<file path="config.mk">
export PLATFORM = sky130hd
export DESIGN_NAME = pd_source_cap_best_power_request_unit
export DESIGN_NICKNAME = d
export VERILOG_FILES = /design/src/rtl/pdsc_pkg.sv /design/src/rtl/pdsc_front.sv /design/src/rtl/pdsc_queue.sv /design/src/rtl/pdsc_back.sv /design/src/rtl/pd_source_cap_best_power_request_unit.sv
export SDC_FILE = /design/constraint.sdc
export NUM_CORES = 1
export LEC_CHECK = 0
export BUFFER_PORTS_ARGS = -buffer_cell sky130_fd_sc_hd__buf_2
export CAP_MARGIN = 20
export CORE_ASPECT_RATIO = 0.8
export CORE_UTILIZATION = 57
export CTS_BUF_LIST = sky130_fd_sc_hd__clkbuf_4 sky130_fd_sc_hd__clkbuf_8
export DETAILED_ROUTE_END_ITERATION = 12
export GPL_TIMING_DRIVEN = 0
export PLACE_DENSITY = 0.77
export REMOVE_ABC_BUFFERS = 1
export SLEW_MARGIN = 20
export SYNTH_ARGS = -nofsm -noshare
export SYNTH_HDL_FRONTEND = slang
export SYNTH_SLANG_ARGS = --single-unit
</file>
<file path="constraint.sdc">
create_clock -name clk -period 5.8 [get_ports clk]
set_clock_uncertainty 0.2 [all_clocks]
set_input_delay 1.45 -clock clk [delete_from_list [all_inputs] [get_ports clk]]
set_output_delay 1.45 -clock clk [all_outputs]
set_load 0.01 [all_outputs]
</file>
<file path="src/rtl/pdsc_pkg.sv">
// Shared types and constants for the source-capabilities power selector.
// Used by every module of the block; depends on nothing.

package pdsc_pkg;

	localparam int unsigned MAX_OBJECTS_DEF = 7;
	localparam int unsigned QUEUE_DEPTH_DEF = 4;

	localparam logic [15:0] LIMIT_RESET_MV = 16'd24000;

	// PDO type codes (bits 31:30) and augmented subtype (bits 29:28)
	localparam logic [1:0] PDO_TYPE_FIXED = 2'b00;
	localparam logic [1:0] PDO_TYPE_APDO  = 2'b11;
	localparam logic [1:0] APDO_SUB_PPS   = 2'b00;

	typedef struct packed {
		logic [31:0] pdo_word;
		logic        last_object;
	} pdo_in_t;

	typedef struct packed {
		logic        found;
		logic [31:0] request_word;
		logic [2:0]  object_position;
		logic [15:0] chosen_voltage_mv;
		logic [13:0] chosen_current_ma;
		logic        chosen_is_pps;
	} rdo_out_t;

	// Decoded object: body holds request bits 20:0 ready for the RDO
	typedef struct packed {
		logic        usable;
		logic        last;
		logic [2:0]  pos;
		logic [15:0] mv;
		logic [13:0] ma;
		logic        pps;
		logic [20:0] body;
	} dec_t;

	typedef struct packed {
		dec_t        dec;
		logic [29:0] power;
	} cand_t;

endpackage

</file>
<file path="src/rtl/pdsc_front.sv">
// Front end: limit register, object counter, PDO decode and power product.
// Depends on pdsc_pkg; feeds candidates to the queue.

module pdsc_front import pdsc_pkg::*; #(
	parameter int unsigned MAX_OBJECTS = MAX_OBJECTS_DEF
) (
	input  logic    clk,
	input  logic    arst_n,
	input  logic    cfg_we,
	input  logic [15:0] cfg_wdata,
	input  logic    pdo_valid,
	output logic    pdo_stall,
	input  pdo_in_t pdo_data,
	output logic    cand_push,
	output cand_t   cand_data,
	input  logic    queue_full
);

	logic [15:0] limit_q;
	logic [2:0]  count_q;
	logic        valid_s1, valid_s2;
	dec_t        dec_s1;
	cand_t       cand_s2;

	logic        adv_s1, adv_s2, accept, consider;
	logic [1:0]  ptype, psub;
	logic        fixed, pps;
	logic [15:0] mv;
	logic [13:0] ma;
	logic [20:0] body;
	logic [9:0]  fix_ma_code;
	logic [11:0] pps_v20;
	dec_t        dec_n;

	assign adv_s2    = !valid_s2 || !queue_full;
	assign adv_s1    = !valid_s1 || adv_s2;
	assign pdo_stall = !adv_s1;
	assign accept    = pdo_valid && adv_s1;
	assign cand_push = valid_s2 && !queue_full;
	assign cand_data = cand_s2;

	assign consider = count_q < 3'(MAX_OBJECTS);

	always_comb begin
		ptype       = pdo_data.pdo_word[31:30];
		psub        = pdo_data.pdo_word[29:28];
		fixed       = ptype == PDO_TYPE_FIXED;
		pps         = (ptype == PDO_TYPE_APDO) && (psub == APDO_SUB_PPS);
		fix_ma_code = pdo_data.pdo_word[9:0];
		pps_v20     = 12'(pdo_data.pdo_word[24:17]) * 12'd5;
		if (pps) begin
			mv   = 16'(pdo_data.pdo_word[24:17]) * 16'd100;
			ma   = 14'(pdo_data.pdo_word[6:0]) * 14'd50;
			body = {pps_v20, 2'b00, pdo_data.pdo_word[6:0]};
		end else begin
			mv   = 16'(pdo_data.pdo_word[19:10]) * 16'd50;
			ma   = 14'(fix_ma_code) * 14'd10;
			body = {1'b0, fix_ma_code, fix_ma_code};
		end
		dec_n.usable = (fixed || pps) && consider && (mv <= limit_q);
		dec_n.last   = pdo_data.last_object;
		dec_n.pos    = count_q + 3'd1;
		dec_n.mv     = mv;
		dec_n.ma     = ma;
		dec_n.pps    = pps;
		dec_n.body   = body;
	end

	always_ff @(posedge clk or negedge arst_n) begin
		if (!arst_n) begin
			limit_q  <= LIMIT_RESET_MV;
			count_q  <= 3'd0;
			valid_s1 <= 1'b0;
			valid_s2 <= 1'b0;
		end else begin
			if (cfg_we) begin
				limit_q <= cfg_wdata;
			end
			if (accept) begin
				// restart the position count at each message boundary
				if (pdo_data.last_object) begin
					count_q <= 3'd0;
				end else if (consider) begin
					count_q <= count_q + 3'd1;
				end
			end
			if (adv_s1) begin
				valid_s1 <= accept;
			end
			if (adv_s2) begin
				valid_s2 <= valid_s1;
			end
		end
	end

	always_ff @(posedge clk) begin
		if (accept) begin
			dec_s1 <= dec_n;
		end
		if (adv_s2 && valid_s1) begin
			cand_s2.dec   <= dec_s1;
			cand_s2.power <= {14'd0, dec_s1.mv} * {16'd0, dec_s1.ma};
		end
	end

endmodule

</file>
<file path="src/rtl/pdsc_queue.sv">
// Small FIFO of decoded candidates between front and back.
// Depends on pdsc_pkg for the entry type.

module pdsc_queue import pdsc_pkg::*; #(
	parameter int unsigned DEPTH = QUEUE_DEPTH_DEF
) (
	input  logic  clk,
	input  logic  arst_n,
	input  logic  push,
	input  cand_t push_data,
	output logic  full,
	input  logic  pop,
	output cand_t head,
	output logic  nonempty
);

	localparam int unsigned AW = (DEPTH > 1) ? $clog2(DEPTH) : 1;
	localparam int unsigned CW = $clog2(DEPTH + 1);

	cand_t          mem_q [DEPTH];
	logic [AW-1:0]  wr_ptr_q, rd_ptr_q;
	logic [CW-1:0]  count_q;
	logic           do_push, do_pop;

	assign full     = count_q == CW'(DEPTH);
	assign nonempty = count_q != '0;
	assign do_push  = push && !full;
	assign do_pop   = pop && nonempty;
	assign head     = mem_q[rd_ptr_q];

	always_ff @(posedge clk) begin
		if (do_push) begin
			mem_q[wr_ptr_q] <= push_data;
		end
	end

	always_ff @(posedge clk or negedge arst_n) begin
		if (!arst_n) begin
			wr_ptr_q <= '0;
			rd_ptr_q <= '0;
			count_q  <= '0;
		end else begin
			if (do_push) begin
				wr_ptr_q <= (wr_ptr_q == AW'(DEPTH - 1)) ? '0 : wr_ptr_q + AW'(1);
			end
			if (do_pop) begin
				rd_ptr_q <= (rd_ptr_q == AW'(DEPTH - 1)) ? '0 : rd_ptr_q + AW'(1);
			end
			if (do_push && !do_pop) begin
				count_q <= count_q + CW'(1);
			end else if (do_pop && !do_push) begin
				count_q <= count_q - CW'(1);
			end
		end
	end

endmodule

</file>
<file path="src/rtl/pdsc_back.sv">
// Back end: running-best compare, request word assembly and result register.
// Depends on pdsc_pkg; drains the candidate queue.

module pdsc_back import pdsc_pkg::*; (
	input  logic     clk,
	input  logic     arst_n,
	input  logic     nonempty,
	input  cand_t    head,
	output logic     pop,
	output logic     rdo_valid,
	input  logic     rdo_stall,
	output rdo_out_t rdo_data
);

	logic [29:0] best_power_q;
	logic [2:0]  best_pos_q;
	logic [15:0] best_mv_q;
	logic [13:0] best_ma_q;
	logic        best_pps_q;
	logic [20:0] best_body_q;
	logic        have_q;
	logic        out_valid_q;
	rdo_out_t    out_q;

	logic        out_free, take;
	logic [29:0] n_power;
	logic [2:0]  n_pos;
	logic [15:0] n_mv;
	logic [13:0] n_ma;
	logic        n_pps, n_have;
	logic [20:0] n_body;
	rdo_out_t    res;

	assign out_free  = !out_valid_q || !rdo_stall;
	// hold a closing object until the result register is free
	assign pop       = nonempty && (!head.dec.last || out_free);
	assign take      = head.dec.usable && (head.power > best_power_q);
	assign rdo_valid = out_valid_q;
	assign rdo_data  = out_q;

	always_comb begin
		n_power = take ? head.power    : best_power_q;
		n_pos   = take ? head.dec.pos  : best_pos_q;
		n_mv    = take ? head.dec.mv   : best_mv_q;
		n_ma    = take ? head.dec.ma   : best_ma_q;
		n_pps   = take ? head.dec.pps  : best_pps_q;
		n_body  = take ? head.dec.body : best_body_q;
		n_have  = take || have_q;
		res     = '0;
		if (n_have) begin
			res.found             = 1'b1;
			res.request_word      = {1'b0, n_pos, 2'b00, 1'b1, 1'b1, 3'b000, n_body};
			res.object_position   = n_pos;
			res.chosen_voltage_mv = n_mv;
			res.chosen_current_ma = n_ma;
			res.chosen_is_pps     = n_pps;
		end
	end

	always_ff @(posedge clk or negedge arst_n) begin
		if (!arst_n) begin
			best_power_q <= '0;
			best_pos_q   <= '0;
			best_mv_q    <= '0;
			best_ma_q    <= '0;
			best_pps_q   <= 1'b0;
			best_body_q  <= '0;
			have_q       <= 1'b0;
			out_valid_q  <= 1'b0;
		end else begin
			if (pop && head.dec.last) begin
				out_valid_q <= 1'b1;
			end else if (out_free) begin
				out_valid_q <= 1'b0;
			end
			if (pop) begin
				if (head.dec.last) begin
					best_power_q <= '0;
					best_pos_q   <= '0;
					best_mv_q    <= '0;
					best_ma_q    <= '0;
					best_pps_q   <= 1'b0;
					best_body_q  <= '0;
					have_q       <= 1'b0;
				end else begin
					best_power_q <= n_power;
					best_pos_q   <= n_pos;
					best_mv_q    <= n_mv;
					best_ma_q    <= n_ma;
					best_pps_q   <= n_pps;
					best_body_q  <= n_body;
					have_q       <= n_have;
				end
			end
		end
	end

	always_ff @(posedge clk) begin
		if (pop && head.dec.last) begin
			out_q <= res;
		end
	end

endmodule

</file>
<file path="src/rtl/pd_source_cap_best_power_request_unit.sv">
// Takes source-capabilities PDOs one per cycle while not stalled and returns, per
// message, the highest-power fixed or PPS object at or under the voltage limit as
// a request word. One object is accepted every cycle when nothing downstream
// stalls. The edge that takes the last object loads the decode stage; then come
// the 16x14 power multiply register, the candidate queue, and the result register
// loaded through the combinational compare in the back end. The queue of
// QUEUE_DEPTH entries absorbs result stalls; the front stalls only once it fills.
// Depends on pdsc_pkg, pdsc_front, pdsc_queue and pdsc_back.

module pd_source_cap_best_power_request_unit import pdsc_pkg::*; #(
	parameter int unsigned MAX_OBJECTS = MAX_OBJECTS_DEF,
	parameter int unsigned QUEUE_DEPTH = QUEUE_DEPTH_DEF
) (
	input  logic        clk,
	input  logic        arst_n,
	input  logic        cfg_we,
	input  logic [15:0] cfg_wdata,
	input  logic        pdo_valid,
	output logic        pdo_stall,
	input  pdo_in_t     pdo_data,
	output logic        rdo_valid,
	input  logic        rdo_stall,
	output rdo_out_t    rdo_data
);

	logic  cand_push, queue_full, queue_pop, queue_nonempty;
	cand_t cand_data, queue_head;

	pdsc_front #(
		.MAX_OBJECTS(MAX_OBJECTS)
	) u_front (
		.clk       (clk),
		.arst_n    (arst_n),
		.cfg_we    (cfg_we),
		.cfg_wdata (cfg_wdata),
		.pdo_valid (pdo_valid),
		.pdo_stall (pdo_stall),
		.pdo_data  (pdo_data),
		.cand_push (cand_push),
		.cand_data (cand_data),
		.queue_full(queue_full)
	);

	pdsc_queue #(
		.DEPTH(QUEUE_DEPTH)
	) u_queue (
		.clk      (clk),
		.arst_n   (arst_n),
		.push     (cand_push),
		.push_data(cand_data),
		.full     (queue_full),
		.pop      (queue_pop),
		.head     (queue_head),
		.nonempty (queue_nonempty)
	);

	pdsc_back u_back (
		.clk      (clk),
		.arst_n   (arst_n),
		.nonempty (queue_nonempty),
		.head     (queue_head),
		.pop      (queue_pop),
		.rdo_valid(rdo_valid),
		.rdo_stall(rdo_stall),
		.rdo_data (rdo_data)
	);

endmodule

</file>
==> results.cfg <==
[critical_path]
cp-end-kind = flop
slowest_stage = fa_1
slowest_delay_ns = 0.54
arrival_ns = 6.41
cp_cell_sequence = buf_4 > and2_1 > fa_1 > inv_1 > fa_1 > inv_1 > fa_1 > fa_1 > fa_1 > ha_1 > ha_4 > nor4_4 > o21a_1 > o31ai_4 > o211a_1 > o41ai_4 > o21ai_1 > xnor2_1
crit_required_ns = 6.01
r2r_cells = 18
cpMostUsedCell = fa_1
path_class = reg2reg
cp_max_fo = 5
start_kind = flop

[routing]
drtPass1Iterations = 5
wl_per_cell_um = 20.3
via_per_inst = 5.72
num_vias = 20200
remaining_drc_errors = 0
drtIter0Drc = 1686
wirelength_um = 71600
detail-route-antenna-nets = 0

[yosys]
netlist_instances = 2448
ys.flop_type = edfxtp_1
ys_warn_count = 0
post-synth-top-count-cell = edfxtp_1
netlist_area_um2 = 33500
synth_simple_gate_area_frac = 0.0672
synth_top_family_by_area = adder cells
avgSynthCellArea_um2 = 13.7
synth_top_cell_by_area = edfxtp_1
yosysTopAreaCellShare = 0.455
synth_edf_count = 508
synth_seq_cells = 621
ys_seq_area_frac = 0.540
yosys.area_share.adder = 0.190
yosysUniqueCellTypes = 65
async_flop_share = 0.182
synth_common_cells = 508 x edfxtp_1, 324 x inv_1, 303 x nand2_1
synthTopCellsByArea = edfxtp_1 46%, ha_1 9.6%, fa_1 9.3%
synth-xor-area-share = 0.0149
muxShareOfSynthArea = 0.0796
synth_compound_area_frac = 0.0553

[sta]
fin_ws_ns = -0.405
rsz0062_at_grt = yes
fin_setup_tns_ns = -1.91
finalCritPeriodShare = 1.07
fmaxAchievable_mhz = 161
final_max_slew_viol_count = 0
period_needed_ns = 6.21
finalSetupViolCount = 9
worstMarginPinSlew_ns = 0.988
worst_slew_margin_rel = 0.339
hold_viol = 0

[floorplanning]
die-area_um2 = 59700
core_um2 = 58100
die_h_um = 219
initial_core_util = 0.576
row_count = 79
die_w_um = 273
io-pin-count = 123

[hold_path]
whs_path_depth = 0
hold_class = reg2reg

[layout]
fin_area_um2 = 38400
fill_cells = 3858
final_core_util = 0.660
drive_gt1_frac = 0.206
area.sequential_um2 = 18100
nNetsFinal = 3139
area_delta_synth_final_pct = 14.5
multiInputGateArea_um2 = 14100

[placement]
place_area_um2 = 35200
dp_slack_ns = -0.803
post-dp-hpwl_um = 45800
gp_congestion = 0.859
io_buffers = 113

[clock_tree]
cts_buffer_depth = 3
cts_max_level = 3
clock_sinks = 621
cts_made_buffers = 92
hold_buffers = 0
worstSkewPairLatency_ns = 0.73
cts_root_buffer = clkbuf_8
cts_tree = done
clk_pin_slew_ns = 0.06

[global_route]
grt_pass1_wl_um = 112000
gr-total-overflow = 0
grt_max_degree = 72
antenna_found_initial = 2
grt_pass1_vias = 20700
track_usage = 0.244

[status]
violations = negative setup slack
outcome = finished, violations left

[flow_run]
drv_cap = 0
-- routing by layer --
metal	up-vias	wire length, um	GRT usage
li1	9043	-	-
met1	10200	30000	0.334
met2	754	35000	0.402
met3	114	5340	0.0483
met4	2	1240	0.0618
met5	-	13	0
-- cell type report --
type,count,area share
well taps,769,0.0251
clock inverters,30,0.00708
inverters,326,0.0320
repair buffers,229,0.0502
multi-input cells,1401,0.369
diodes,1,0.0000652
clock buffers,143,0.0448
flip-flops and latches,621,0.472
-- final timing paths --
path | to | slack [ns] | start
min in group asynchronous | u_queue.count_q[0] | 0.46 | arst_n
max in group asynchronous | u_back.best_body_q[14] | 4.17 | arst_n
setup / recovery | u_front.cand_data[24] | -0.41 | u_front.dec_s1[46]
setup reg to reg | u_front.cand_data[24] | -0.41 | u_front.dec_s1[46]
hold / removal | u_front.cand_data[32] | 0.21 | u_front.dec_s1[2]
hold reg to reg | u_front.cand_data[32] | 0.21 | u_front.dec_s1[2]
-- state kept, by name, summed over array words and instances, names as in the netlist --
register,cells
u_front.count_q,3
u_back.best_pos_q,3
u_front.cand_data,80
u_queue.count_q,3
u_queue.mem_q,320
u_back.best_mv_q,16
u_back.best_body_q,21
u_back.rdo_valid,1
u_back.best_power_q,28
u_back.rdo_data,56
u_queue.wr_ptr_q,2
u_back.best_ma_q,14
u_queue.rd_ptr_q,2
u_back.best_pps_q,1
u_front.dec_s1,52
u_front.limit_q,16
u_back.have_q,1
u_front.valid_s2,1
u_front.valid_s1,1
-- critical path, delay by kind of cell (launching register included) --
family	cells	cell delay (ns)
fa+ha+maj	7	3.04
compound gates	5	1.20
flops	1	0.52
simple gates	2	0.44
buf+inv	3	0.34
xor+xnor	1	0.16
-- kinds of logic after synthesis --
logic type | Yosys count
XOR/XNOR | 57
other | 1
AO/OA/AOI/OAI | 261
adder cells (fa/ha/maj) | 414
AND/OR/NAND/NOR | 496
flip-flops | 621
multiplexers | 167
buffers and inverters | 431
-- through the flow --
step,std cells,hold slack [ns]
2_1_floorplan,2348,0.200
3_3_place_gp,3230,0.202
3_5_place_dp,3254,0.205
4_1_cts,3499,0.212
5_1_grt,3520,0.231
6_report,3520,0.212
-- cells in the final DEF, fill, tap and decap left out, types with 37 or more instances in the layout --
cell      Yosys  layout
clkbuf_8      0     103
xnor2_1      38      37
fa_1        156     153
a21oi_1      57      53
ha_1        258     237
a32o_1       53      53
o21ai_0      51      47
edfxtp_1    508     508
dfrtp_1     106     103
clkbuf_4      0      40
and2_1       95      86
inv_1       324     314
buf_4        13      73
mux4_2       79      79
nand2_1     303     303
mux2i_1      85      85
buf_2        17     113
-- timing repair --
| action | CTS | global route |
|---|---|---|
| setup endpoints to repair | 14 | 14 |
| hold endpoints to repair | 0 | 0 |
| setup buffers | 72 | 21 |
| gates resized for setup | 51 | 45 |
| pin swaps | 36 | 36 |
Power is not shown: default switching activity piles up to over one toggle a cycle in this logic, so the estimate is an artifact.
